[config.mk]
export PLATFORM = sky130hd
export DESIGN_NAME = planar_city_distance_unit_core_flat
export DESIGN_NICKNAME = d
export VERILOG_FILES = /design/src/rtl/pcd_pkg.sv /design/src/rtl/pcd_ifs.sv /design/src/rtl/pcd_front.sv /design/src/rtl/pcd_fifo.sv /design/src/rtl/pcd_back.sv /design/src/rtl/planar_city_distance_unit_core.sv /design/src/flat_wrapper.sv
export SDC_FILE = /design/constraint.sdc
export NUM_CORES = 2
export LEC_CHECK = 0
export BUFFER_PORTS_ARGS = -buffer_cell sky130_fd_sc_hd__buf_2
export CAP_MARGIN = 40
export CORE_MARGIN = 3
export CORE_UTILIZATION = 37
export CTS_BUF_LIST = sky130_fd_sc_hd__clkbuf_8
export DETAILED_ROUTE_END_ITERATION = 6
export HOLD_SLACK_MARGIN = 0.03
export PLACE_DENSITY_LB_ADDON = 0.1
export SYNTH_ARGS = -nofsm -noshare
export SYNTH_HDL_FRONTEND = slang
export SYNTH_HIERARCHICAL = 1
export SYNTH_SLANG_ARGS = --single-unit
[constraint.sdc]
create_clock -name clk_i -period 12 [get_ports clk_i]
set_input_delay 0.6 -clock clk_i [delete_from_list [all_inputs] [get_ports clk_i]]
set_output_delay 0.6 -clock clk_i [all_outputs]
set_load 0.1 [all_outputs]
[src/rtl/pcd_pkg.sv]
// shared types and constants of the planar city distance unit
// no dependencies
package pcd_pkg;

  // coordinate fields and the part of them that is used
  localparam int InBits    = 16;
  localparam int CoordBits = 16;
  localparam int EffBits   = (CoordBits < InBits) ? CoordBits : InBits;

  // squared distance and root widths
  localparam int D2Bits   = 2 * EffBits + 1;
  localparam int RootBits = EffBits + 1;
  localparam int SubBits  = 2 * RootBits + 4;

  // result field
  localparam int DistBits = 17;
  localparam int DistMax  = (1 << DistBits) - 1;

  // queue between front and back
  localparam int QueueDepth   = 4;
  localparam int QueuePtrBits = $clog2(QueueDepth);

  // distance modes
  localparam logic MODE_EUC = 1'b0;
  localparam logic MODE_ATT = 1'b1;

  // one classified job on its way from front to back
  typedef struct packed {
    logic              mode;
    logic [D2Bits-1:0] d2;
  } job_t;

endpackage

[src/rtl/pcd_ifs.sv]
// valid/ready channel interfaces of the distance unit
// depends on pcd_pkg
interface pcd_in_if;
  import pcd_pkg::*;

  logic              valid;
  logic              ready;
  logic              mode;
  logic [InBits-1:0] x_a;
  logic [InBits-1:0] y_a;
  logic [InBits-1:0] x_b;
  logic [InBits-1:0] y_b;

  modport source (output valid, mode, x_a, y_a, x_b, y_b, input ready);
  modport sink   (input valid, mode, x_a, y_a, x_b, y_b, output ready);
endinterface

interface pcd_out_if;
  import pcd_pkg::*;

  logic                valid;
  logic                ready;
  logic [DistBits-1:0] distance;

  modport source (output valid, distance, input ready);
  modport sink   (input valid, distance, output ready);
endinterface

[src/rtl/pcd_front.sv]
// front part: takes coordinate pairs, forms dx, dy, their squares and d2
// depends on pcd_pkg and pcd_ifs
module pcd_front (
  input  logic          clk_i,
  input  logic          rst_ni,
  pcd_in_if.sink        req_i,
  output pcd_pkg::job_t job_o,
  output logic          job_valid_o,
  input  logic          job_ready_i
);
  import pcd_pkg::*;

  // elastic three-stage pipe: difference, square, sum
  logic [2:0] v_q;
  logic [2:0] rdy;

  logic [EffBits-1:0]   dx_q, dy_q, dx_d, dy_d;
  logic [2*EffBits-1:0] sqx_q, sqy_q;
  logic [D2Bits-1:0]    d2_q;
  logic [2:0]           mode_q;
  logic [EffBits-1:0]   xa, ya, xb, yb;

  assign rdy[2] = !v_q[2] || job_ready_i;
  assign rdy[1] = !v_q[1] || rdy[2];
  assign rdy[0] = !v_q[0] || rdy[1];

  assign req_i.ready = rdy[0];

  assign xa = req_i.x_a[EffBits-1:0];
  assign ya = req_i.y_a[EffBits-1:0];
  assign xb = req_i.x_b[EffBits-1:0];
  assign yb = req_i.y_b[EffBits-1:0];

  always_comb begin
    dx_d = (xa >= xb) ? (xa - xb) : (xb - xa);
    dy_d = (ya >= yb) ? (ya - yb) : (yb - ya);
  end

  always_ff @(posedge clk_i or negedge rst_ni) begin
    if (!rst_ni) begin
      v_q <= '0;
    end else begin
      if (rdy[0]) v_q[0] <= req_i.valid;
      if (rdy[1]) v_q[1] <= v_q[0];
      if (rdy[2]) v_q[2] <= v_q[1];
    end
  end

  always_ff @(posedge clk_i) begin
    if (rdy[0] && req_i.valid) begin
      dx_q      <= dx_d;
      dy_q      <= dy_d;
      mode_q[0] <= req_i.mode;
    end
    if (rdy[1] && v_q[0]) begin
      sqx_q     <= (2*EffBits)'(dx_q) * (2*EffBits)'(dx_q);
      sqy_q     <= (2*EffBits)'(dy_q) * (2*EffBits)'(dy_q);
      mode_q[1] <= mode_q[0];
    end
    if (rdy[2] && v_q[1]) begin
      d2_q      <= D2Bits'(sqx_q) + D2Bits'(sqy_q);
      mode_q[2] <= mode_q[1];
    end
  end

  assign job_valid_o = v_q[2];
  assign job_o.mode  = mode_q[2];
  assign job_o.d2    = d2_q;

endmodule

[src/rtl/pcd_fifo.sv]
// short register queue that decouples front and back
// depends on pcd_pkg
module pcd_fifo (
  input  logic          clk_i,
  input  logic          rst_ni,
  input  pcd_pkg::job_t job_i,
  input  logic          job_valid_i,
  output logic          job_ready_o,
  output pcd_pkg::job_t job_o,
  output logic          job_valid_o,
  input  logic          job_ready_i
);
  import pcd_pkg::*;

  job_t                  mem_q [QueueDepth];
  logic [QueuePtrBits-1:0] wr_ptr_q, rd_ptr_q;
  logic [QueuePtrBits:0]   cnt_q;
  logic                    push, pop;

  assign job_ready_o = (cnt_q != (QueuePtrBits+1)'(QueueDepth));
  assign job_valid_o = (cnt_q != '0);
  assign push        = job_valid_i && job_ready_o;
  assign pop         = job_valid_o && job_ready_i;
  assign job_o       = mem_q[rd_ptr_q];

  always_ff @(posedge clk_i or negedge rst_ni) begin
    if (!rst_ni) begin
      wr_ptr_q <= '0;
      rd_ptr_q <= '0;
      cnt_q    <= '0;
    end else begin
      if (push) wr_ptr_q <= wr_ptr_q + 1'b1;
      if (pop)  rd_ptr_q <= rd_ptr_q + 1'b1;
      if (push && !pop) cnt_q <= cnt_q + 1'b1;
      else if (pop && !push) cnt_q <= cnt_q - 1'b1;
    end
  end

  always_ff @(posedge clk_i) begin
    if (push) mem_q[wr_ptr_q] <= job_i;
  end

endmodule

[src/rtl/pcd_back.sv]
// back part: pipelined bit-per-stage square root, rounding and output register
// depends on pcd_pkg and pcd_ifs
module pcd_back (
  input  logic          clk_i,
  input  logic          rst_ni,
  input  pcd_pkg::job_t job_i,
  input  logic          job_valid_i,
  output logic          job_ready_o,
  pcd_out_if.source     rsp_o
);
  import pcd_pkg::*;

  // stage s settles root bit RootBits-1-s
  logic                v_q    [RootBits];
  logic                mode_q [RootBits];
  logic [D2Bits-1:0]   rem_q  [RootBits];
  logic [RootBits-1:0] root_q [RootBits];

  logic                in_v    [RootBits];
  logic                in_mode [RootBits];
  logic [D2Bits-1:0]   in_rem  [RootBits];
  logic [RootBits-1:0] in_root [RootBits];

  logic [RootBits:0]   rdy;

  logic                out_v_q;
  logic [DistBits-1:0] out_dist_q;

  assign in_v[0]    = job_valid_i;
  assign in_mode[0] = job_i.mode;
  assign in_rem[0]  = job_i.d2;
  assign in_root[0] = '0;
  assign job_ready_o = rdy[0];

  assign rdy[RootBits] = !out_v_q || rsp_o.ready;

  for (genvar s = 0; s < RootBits; s++) begin : g_stage
    localparam int Bit = RootBits - 1 - s;

    logic [SubBits-1:0]  trial, sub;
    logic                take;
    logic [D2Bits-1:0]   rem_d;
    logic [RootBits-1:0] root_d;

    if (s > 0) begin : g_link
      assign in_v[s]    = v_q[s-1];
      assign in_mode[s] = mode_q[s-1];
      assign in_rem[s]  = rem_q[s-1];
      assign in_root[s] = root_q[s-1];
    end

    assign rdy[s] = !v_q[s] || rdy[s+1];

    // growth of k*root^2 when this bit is set, k = 1 or 10
    always_comb begin
      trial  = (SubBits'(in_root[s]) << (Bit + 1)) | (SubBits'(1) << (2 * Bit));
      sub    = (in_mode[s] == MODE_ATT) ? ((trial << 3) + (trial << 1)) : trial;
      take   = (SubBits'(in_rem[s]) >= sub);
      rem_d  = take ? D2Bits'(SubBits'(in_rem[s]) - sub) : in_rem[s];
      root_d = take ? (in_root[s] | (RootBits'(1) << Bit)) : in_root[s];
    end

    always_ff @(posedge clk_i or negedge rst_ni) begin
      if (!rst_ni) begin
        v_q[s] <= 1'b0;
      end else if (rdy[s]) begin
        v_q[s] <= in_v[s];
      end
    end

    always_ff @(posedge clk_i) begin
      if (rdy[s] && in_v[s]) begin
        mode_q[s] <= in_mode[s];
        rem_q[s]  <= rem_d;
        root_q[s] <= root_d;
      end
    end
  end

  // rounding: euclidean rounds up when remainder exceeds root,
  // att rounds up unless the root is exact
  logic                last_mode;
  logic [D2Bits-1:0]   last_rem;
  logic [RootBits-1:0] last_root;
  logic                bump;
  logic [RootBits:0]   fin;
  logic [DistBits-1:0] dist_d;

  assign last_mode = mode_q[RootBits-1];
  assign last_rem  = rem_q[RootBits-1];
  assign last_root = root_q[RootBits-1];

  always_comb begin
    if (last_mode == MODE_ATT) bump = (last_rem != '0);
    else                       bump = (last_rem > D2Bits'(last_root));
    fin = (RootBits+1)'(last_root) + (RootBits+1)'(bump);
    if (32'(fin) > 32'(DistMax)) dist_d = DistBits'(DistMax);
    else                         dist_d = DistBits'(fin);
  end

  always_ff @(posedge clk_i or negedge rst_ni) begin
    if (!rst_ni) begin
      out_v_q <= 1'b0;
    end else if (rdy[RootBits]) begin
      out_v_q <= v_q[RootBits-1];
    end
  end

  always_ff @(posedge clk_i) begin
    if (rdy[RootBits] && v_q[RootBits-1]) out_dist_q <= dist_d;
  end

  assign rsp_o.valid    = out_v_q;
  assign rsp_o.distance = out_dist_q;

endmodule

[src/rtl/planar_city_distance_unit_core.sv]
// path from input acceptance to a valid result when the queue is empty:
//   3 front stages, 1 queue write, 17 square root stages, 1 output register
// throughput: one transaction per cycle unless the receiver stalls (pipelined root)
// reset: asynchronous active low, empties every stage and the queue; no clearing pass
// depends on pcd_pkg, pcd_ifs, pcd_front, pcd_fifo, pcd_back
module planar_city_distance_unit_core (
  input  logic       clk_i,
  input  logic       rst_ni,
  pcd_in_if.sink     req_i,
  pcd_out_if.source  rsp_o
);
  import pcd_pkg::*;

  // front to queue
  job_t fj;
  logic fj_valid, fj_ready;

  // queue to back
  job_t bj;
  logic bj_valid, bj_ready;

  // front: masks coordinates, forms absolute differences, squares and
  // their sum; a transaction is taken whenever its first stage can move
  pcd_front u_front (
    .clk_i       (clk_i),
    .rst_ni      (rst_ni),
    .req_i       (req_i),
    .job_o       (fj),
    .job_valid_o (fj_valid),
    .job_ready_i (fj_ready)
  );

  // queue: absorbs short stalls so front and back stall independently
  pcd_fifo u_fifo (
    .clk_i       (clk_i),
    .rst_ni      (rst_ni),
    .job_i       (fj),
    .job_valid_i (fj_valid),
    .job_ready_o (fj_ready),
    .job_o       (bj),
    .job_valid_o (bj_valid),
    .job_ready_i (bj_ready)
  );

  // back: restoring square root, one root bit per stage; att mode scales
  // the subtrahend by ten so no divider is needed, then rounds and
  // holds the result in an output register that keeps the pipe moving
  pcd_back u_back (
    .clk_i       (clk_i),
    .rst_ni      (rst_ni),
    .job_i       (bj),
    .job_valid_i (bj_valid),
    .job_ready_o (bj_ready),
    .rsp_o       (rsp_o)
  );

endmodule

[src/flat_wrapper.sv]
// flat-port wrapper written by rule: the top's interface ports become plain ports
module planar_city_distance_unit_core_flat import pcd_pkg::*;
  (clk_i, rst_ni, req_i_valid, req_i_mode, req_i_x_a, req_i_y_a, req_i_x_b, req_i_y_b, req_i_ready, rsp_o_valid, rsp_o_distance, rsp_o_ready);
  pcd_in_if req_i_i ();
  pcd_out_if rsp_o_i ();
  input  logic clk_i;
  input  logic rst_ni;
  input wire logic [$bits(req_i_i.valid)-1:0] req_i_valid;
  input wire logic [$bits(req_i_i.mode)-1:0] req_i_mode;
  input wire logic [$bits(req_i_i.x_a)-1:0] req_i_x_a;
  input wire logic [$bits(req_i_i.y_a)-1:0] req_i_y_a;
  input wire logic [$bits(req_i_i.x_b)-1:0] req_i_x_b;
  input wire logic [$bits(req_i_i.y_b)-1:0] req_i_y_b;
  output wire logic [$bits(req_i_i.ready)-1:0] req_i_ready;
  output wire logic [$bits(rsp_o_i.valid)-1:0] rsp_o_valid;
  output wire logic [$bits(rsp_o_i.distance)-1:0] rsp_o_distance;
  input wire logic [$bits(rsp_o_i.ready)-1:0] rsp_o_ready;
  assign req_i_i.valid = req_i_valid;
  assign req_i_i.mode = req_i_mode;
  assign req_i_i.x_a = req_i_x_a;
  assign req_i_i.y_a = req_i_y_a;
  assign req_i_i.x_b = req_i_x_b;
  assign req_i_i.y_b = req_i_y_b;
  assign req_i_ready = req_i_i.ready;
  assign rsp_o_valid = rsp_o_i.valid;
  assign rsp_o_distance = rsp_o_i.distance;
  assign rsp_o_i.ready = rsp_o_ready;
  planar_city_distance_unit_core u_core (.clk_i(clk_i), .rst_ni(rst_ni), .req_i(req_i_i), .rsp_o(rsp_o_i));
endmodule
# [Word-level counts from Yosys, hierarchy flattened]
# Memory sizes are Yosys's and may differ from the RTL's.
# Index checks and enable logic that the tools add are counted.
[totals] reg_bits=177 latchBits=0 ramBits=1003 rom_bits=0 in_bits=69 out_inout_bits=19 wordCells=267 memories=4
[op_classes] n_addsub=43 multipliers=2 div_mod_pow=0 n_lt_le_gt_ge=21 n_eq_ne=1 shift=0 mux=92 bitwise_logic=0 reduce_logical=71
[mem_list] name="u_core.u_back.rem_q" depth=17 width=33 rd=17 rd_ports_with_merged_regs=0 wr=17 line_no="pcd_back.sv:16" source="logic [D2Bits-1:0] rem_q [RootBits];"
[mem_list] name="u_core.u_back.root_q" depth=17 width=17 rd=17 rd_ports_with_merged_regs=0 wr=17 line_no="pcd_back.sv:17" source="logic [RootBits-1:0] root_q [RootBits];"
[mem_list] name="u_core.u_fifo.mem_q" depth=4 width=34 rd=1 rd_ports_with_merged_regs=0 wr=1 line_no="pcd_fifo.sv:15" source="job_t mem_q [QueueDepth];"
[mem_list] name="u_core.u_back.mode_q" depth=17 width=1 rd=17 rd_ports_with_merged_regs=0 wr=17 line_no="pcd_back.sv:15" source="logic mode_q [RootBits];"
[ops] operator="33-bit 2-to-1 mux" count=18
[ops] operator="33-bit subtractor" count=7
[ops] operator="33-bit by 36-bit greater-or-equal comparator with 1-bit output" count=2
[ops] operator="36-bit 2-to-1 mux" count=2
[ops] operator="16-bit by 16-bit multiplier with 32-bit output" count=2
[ops] operator="16-bit subtractor" count=4
[ops] operator="16-bit 2-to-1 mux" count=3
[ops] operator="33-bit by 38-bit greater-or-equal comparator with 1-bit output" count=1
[ops] operator="1-bit 2-to-1 mux" count=38
[ops] operator="36-bit by 34-bit adder with 37-bit output" count=1
[ops] operator="33-bit by 37-bit greater-or-equal comparator with 1-bit output" count=1
[ops] operator="37-bit 2-to-1 mux" count=1
[ops] operator="35-bit by 33-bit adder with 36-bit output" count=1
[ops] operator="34-bit by 32-bit adder with 35-bit output" count=1
[ops] operator="33-bit by 35-bit greater-or-equal comparator with 1-bit output" count=1
[ops] operator="35-bit 2-to-1 mux" count=1
[ops] operator="33-bit by 31-bit adder with 34-bit output" count=1
[ops] operator="33-bit by 34-bit greater-or-equal comparator with 1-bit output" count=1
[ops] operator="34-bit 2-to-1 mux" count=1
[ops] operator="32-bit by 30-bit adder with 33-bit output" count=1
[ops] operator="32-bit by 32-bit adder with 33-bit output" count=1
[ops] operator="33-bit by 23-bit greater-or-equal comparator with 1-bit output" count=1
[ops] operator="33-bit by 24-bit greater-or-equal comparator with 1-bit output" count=1
[ops] operator="33-bit by 25-bit greater-or-equal comparator with 1-bit output" count=1
[ops] operator="69 further kinds" count=138

# [Longest topological paths before layout]
[depth] depth_word=23 mapped_depth=24 mapped_depth_nobuf=23

# [Cells and area by module]
# Netlist, hierarchy kept.
[by_module_without_submodules] module="pcd_back" n_inst=1 cells_each=3916 area_per_inst_um2=44601.5 seq_area_each_um2=22912.0
[by_module_without_submodules] module="pcd_front" n_inst=1 cells_each=2454 area_per_inst_um2=22885.7 seq_area_each_um2=3978.8
[by_module_without_submodules] module="pcd_fifo" n_inst=1 cells_each=213 area_per_inst_um2=5370.2 seq_area_each_um2=4259.1

# [Worst setup path after synthesis]
# OpenSTA, ideal clock, no wires.
[synth_path] path_kind="flip-flop to flip-flop" startpoint="reg u_core.u_front.dy_q[4]" endpoint="reg u_core.u_front.sqy_q[28] (data pin)" setup_time_ps=261 arrival_time_ps=6057 t_required_ps=11739 setup_slack_ps=5683 stages_incl_launch_ff=22 n_path_buf=2 synth_period_minus_slack_ps=6317 path_cell_list="edfxtp_1 -> clkbuf_1 -> clkbuf_1 -> nand2_1 -> fa_1 -> fa_1 -> inv_1 -> fa_1 -> fa_1 -> fa_1 -> inv_1 -> fa_1 -> inv_1 -> ha_1 -> and4_1 -> and3_1 -> a21oi_1 -> nor2_1 -> nor4b_1 -> o21bai_1 -> a31o_2 -> xor2_1"
[synth_between] elab_chain_cells=1
[synth_lines] item="start: declaration" line_no="pcd_front.sv:17" source="logic [EffBits-1:0] dx_q, dy_q, dx_d, dy_d;"
[synth_lines] item="start signal: assignment" line_no="pcd_front.sv:52" source="dy_q <= dy_d;"
[synth_lines] item="16-bit by 16-bit multiplier with 32-bit output" line_no="pcd_front.sv:57" source="sqy_q <= (2*EffBits)'(dy_q) * (2*EffBits)'(dy_q);"
[synth_lines] item="end signal: assignment" line_no="pcd_front.sv:57"
[synth_lines] item="end: declaration" line_no="pcd_front.sv:18" source="logic [2*EffBits-1:0] sqx_q, sqy_q;"
# No other way between the ends.
# A chain may end at the register's enable or synchronous reset.

# [Worst setup path in the final report]
# Ends and elaborated chain as after synthesis.

==> metrics.md <==
| Metric | Value |
|---|---|
| Arr. time, crit path | `7.50 ns` |
| Top-area cell type share of the netlist area | `41.8%` |
| Final min period | `6.85 ns` |
| Largest net degree at the start of global routing | `60` |
| Worst setup startpoint | `u_core/u_front/dy_q[4]` |
| Cell repeated most along the worst path | `fa_1` |
| Fin crit share | `57.1%` |
| Tot GR Track Use | `17.8%` |
| Core ar. | `195000 µm²` |
| Nets | `7836` |
| Die Ht | `450 µm` |
| Top post-synthesis cells by area | `edfxtp_1, ha_1, fa_1, inv_1, xnor2_1` |
| Detailed placer's ending HPWL | `141000 µm` |
| TNS Setup | `0 ns` |
| Slowest cell on the critical path | `edfxtp_1` |
| Slew margin rel. | `35.6%` |
| Number of fill cells | `18915` |
| Crit path kind | `register to register` |
| Leading area contributor after synthesis | `edfxtp_1` |
| Worst-Margin Slew | `0.952 ns` |
| Vias in the first global route | `49064` |
| Initial DRT Pass Iterations | `6` |
| Syn_nets | `7653` |
| Final setup viols | `0` |
| Antenna violations before repair | `4` |
| Clk_skew | `0.0378 ns` |
| P&R area growth vs syn | `10.3%` |
| Share of layout cells above drive strength 1 | `8.19%` |
| Root Driver | `clkbuf_8` |
| Synth unique cells | `106` |
| Most used DFF post-synth | `edfxtp_1` |
| # rows | `162` |
| Slew Viols, Final | `0` |
| TritonCTS Sinks | `1042` |
| CP top delay family | `adder cells` |
| Syn Area/Cell | `11.1 µm²` |
| DRT Wirelength | `181000 µm` |
| Gpl congestion | `0.829` |
| I/O Pins | `88` |
| CP Cell Sequence | `nand2_1, fa_1, fa_1, inv_1, fa_1, fa_1, fa_1, inv_1, fa_1, inv_1, ha_1, and4_1, and3_1, a21oi_1, nor2_1, nor4b_1, o21bai_1, a31o_2, xor2_1` |
| Full die area | `202000 µm²` |
| Clk pin slew, worst setup/hold paths | `0.07 ns` |
| Via density | `5.13` |
| Drc violations | `0` |
| Initial drt markers | `2908` |
| CTS buffer count | `190` |
| Reg-to-Reg End | `u_core/u_front/sqy_q[28]` |
| Total grt overflow | `0` |
| RSZ-0062 raised after global routing | `false` |
| Reg2Reg Depth | `19` |
| Post-synth ARST share | `2.69%` |
| Post-synthesis sequential area ratio | `42.8%` |
| FMAX | `146 MHz` |
| Worst setup SP type | `register` |
| Post-layout util | `41.1%` |
| Die width | `450 µm` |
| Starting density of the core | `37.3%` |
| Yosys synthesis warning count | `6` |
| Routed Antenna Nets | `0` |
| FF-to-FF Start | `u_core/u_front/dy_q[4]` |
| PortBufs | `87` |
| Htree depth | `4` |
| Worst setup EP type | `register` |
| First-pass GRT wire length | `284000 µm` |
| Flops & latches, synth | `1042` |
| Synth Cell Area | `72900 µm²` |
| Critical path depth | `19` |
| Max-cap viol count | `0` |
| Worst-path maximum fanout | `18` |
| Leading cell types in the layout, fill and taps excluded | `edfxtp_1, inv_1, ha_1, nand2_1, a21oi_1` |
| TritonCTS clock tree | `built` |
| Post-Synthesis Cells | `6583` |
| Clock Latency Late Sink | `0.93 ns` |
| Final hold viol count | `0` |
| Hold Crit Class | `input port to register` |
| Number of synthesized flops with an enable pin | `1014` |
| Max incr delay on CP | `0.85 ns` |
| DR vias | `48903` |
| Worst-case clock buffer depth | `3` |
| Postcts setup bufs | `0` |
| CP endpoint | `u_core/u_front/sqy_q[28]` |
| Post-DR wirelength/cell | `19.0 µm` |
| WP buf/inv | `3` |
| Flop-to-flop setup slack | `5.15 ns` |
| Most common cell after layout, fill and taps aside | `edfxtp_1` |
| Required @ worst endpoint | `12.65 ns` |
| Status | `finished, final reports clean` |
per-stage QoR:
stage	cell area [µm²]	std cells	setup WS, ns	hold WS, ns
2_1_floorplan	72900	6583	5.68	0.304
3_3_place_gp	76200	9179	5.26	0.425
3_5_place_dp	76400	9192	5.16	0.426
4_1_cts	80400	9537	5.14	0.0523
5_1_grt	80400	9539	4.68	0.108
6_report	80400	9540	5.15	0.192
worst reg2reg max path: stages (launching register included):
cell      delay (ns)
edfxtp_1        0.85
nand2_1         0.18
fa_1            0.58
fa_1            0.57
inv_1           0.06
fa_1            0.52
fa_1            0.44
fa_1            0.54
inv_1           0.05
fa_1            0.52
inv_1           0.04
ha_1            0.39
and4_1          0.24
and3_1          0.18
a21oi_1         0.40
nor2_1          0.15
nor4b_1         0.31
o21bai_1        0.17
a31o_2          0.27
xor2_1          0.13
layout make-up:
class                      count  area (µm²)  area share [%]
clock inverter               145        1190            1.48
timing repair buffer         138         955            1.19
inverter                     753        2830            3.52
clock buffer                 195        2680            3.34
multi-input combinational   4641       38300            47.6
tap                         2624        3280            4.08
antenna                        2        5.00         0.00623
sequential                  1042       31200            38.8
how the worst min path moves through the flow:
stage / start / endpoint / slack (ns) / cells after the start
floorplan: rst_ni / u_core/u_back/in_v[0] / 0.30 / 0
global placement: u_core/u_back/rem_q[0][35] / u_core/u_back/rem_q[0][68] / 0.42 / 0
detailed placement: u_core/u_back/rem_q[0][35] / u_core/u_back/rem_q[0][68] / 0.43 / 0
CTS: req_i_x_b[1] / u_core/u_front/dx_q[1] / 0.05 / 3
global route: req_i_x_b[1] / u_core/u_front/dx_q[1] / 0.11 / 3
finish: req_i_x_b[1] / u_core/u_front/dx_q[1] / 0.19 / 3
metal layers:
layer | routed length [µm] | track usage [%] | vias up | share of wire (%)
met5 | 27 | 0 | - | 0.015
met4 | 3150 | 4.07 | 4 | 1.7
met3 | 7020 | 2.61 | 198 | 3.9
met2 | 85300 | 29.0 | 762 | 47
met1 | 85600 | 25.0 | 24062 | 47
li1 | - | - | 23877 | -
cell usage after synthesis (all sizes together), types with 13 or more instances:
| master | count |
|---|---|
| fa | 345 |
| o21a | 64 |
| nor2 | 321 |
| a211oi | 44 |
| or2 | 28 |
| a31o | 16 |
| a21o | 160 |
| o21bai | 51 |
| dfrtp | 28 |
| a21oi | 390 |
| nand4b | 15 |
| clkbuf | 105 |
| or3 | 34 |
| o21ai | 327 |
| nand3 | 90 |
| nand2b | 84 |
| nand3b | 13 |
| inv | 748 |
| and2 | 122 |
| a21boi | 22 |
| edfxtp | 1014 |
| nand2 | 554 |
| xor2 | 189 |
| nand4 | 76 |
| o211ai | 30 |
| mux2 | 48 |
| o41ai | 15 |
| mux2i | 97 |
| a31oi | 39 |
| o31ai | 31 |
| and3 | 39 |
| mux4 | 34 |
| o2111ai | 15 |
| xnor2 | 277 |
| ha | 656 |
| nor2b | 92 |
| or4 | 15 |
| buf | 42 |
| nor3 | 95 |
| nor4 | 70 |
timing repair:
item,CTS,global route
gates resized for setup,0,0
endpoints found under the hold margin,34,0
hold buffers,5,0
logic make-up after synthesis:
kind of cell / share of synthesized area, %
simple gates: 11.5
compound gates: 11.5
flops: 42.8
fa+ha+maj: 20.7
buf+inv: 4.81
xor+xnor: 5.60
mux: 3.16
registers in the layout, summed over array words and instances (netlist names), 16 cells and up:
signal                        cells
u_core/u_front/sqx_q             31
u_core/u_front/dx_q              16
u_core/u_back/in_v               16
u_core/u_back/rsp_o.distance     17
u_core/u_back/rem_q             561
u_core/u_fifo/mem_q             136
u_core/u_front/d2_q              33
u_core/u_back/root_q            153
u_core/u_back/mode_q             17
u_core/u_front/dy_q              16
u_core/u_front/sqy_q             31
Power is not shown: default switching activity piles up to over one toggle a cycle in this logic, so the estimate is an artifact.
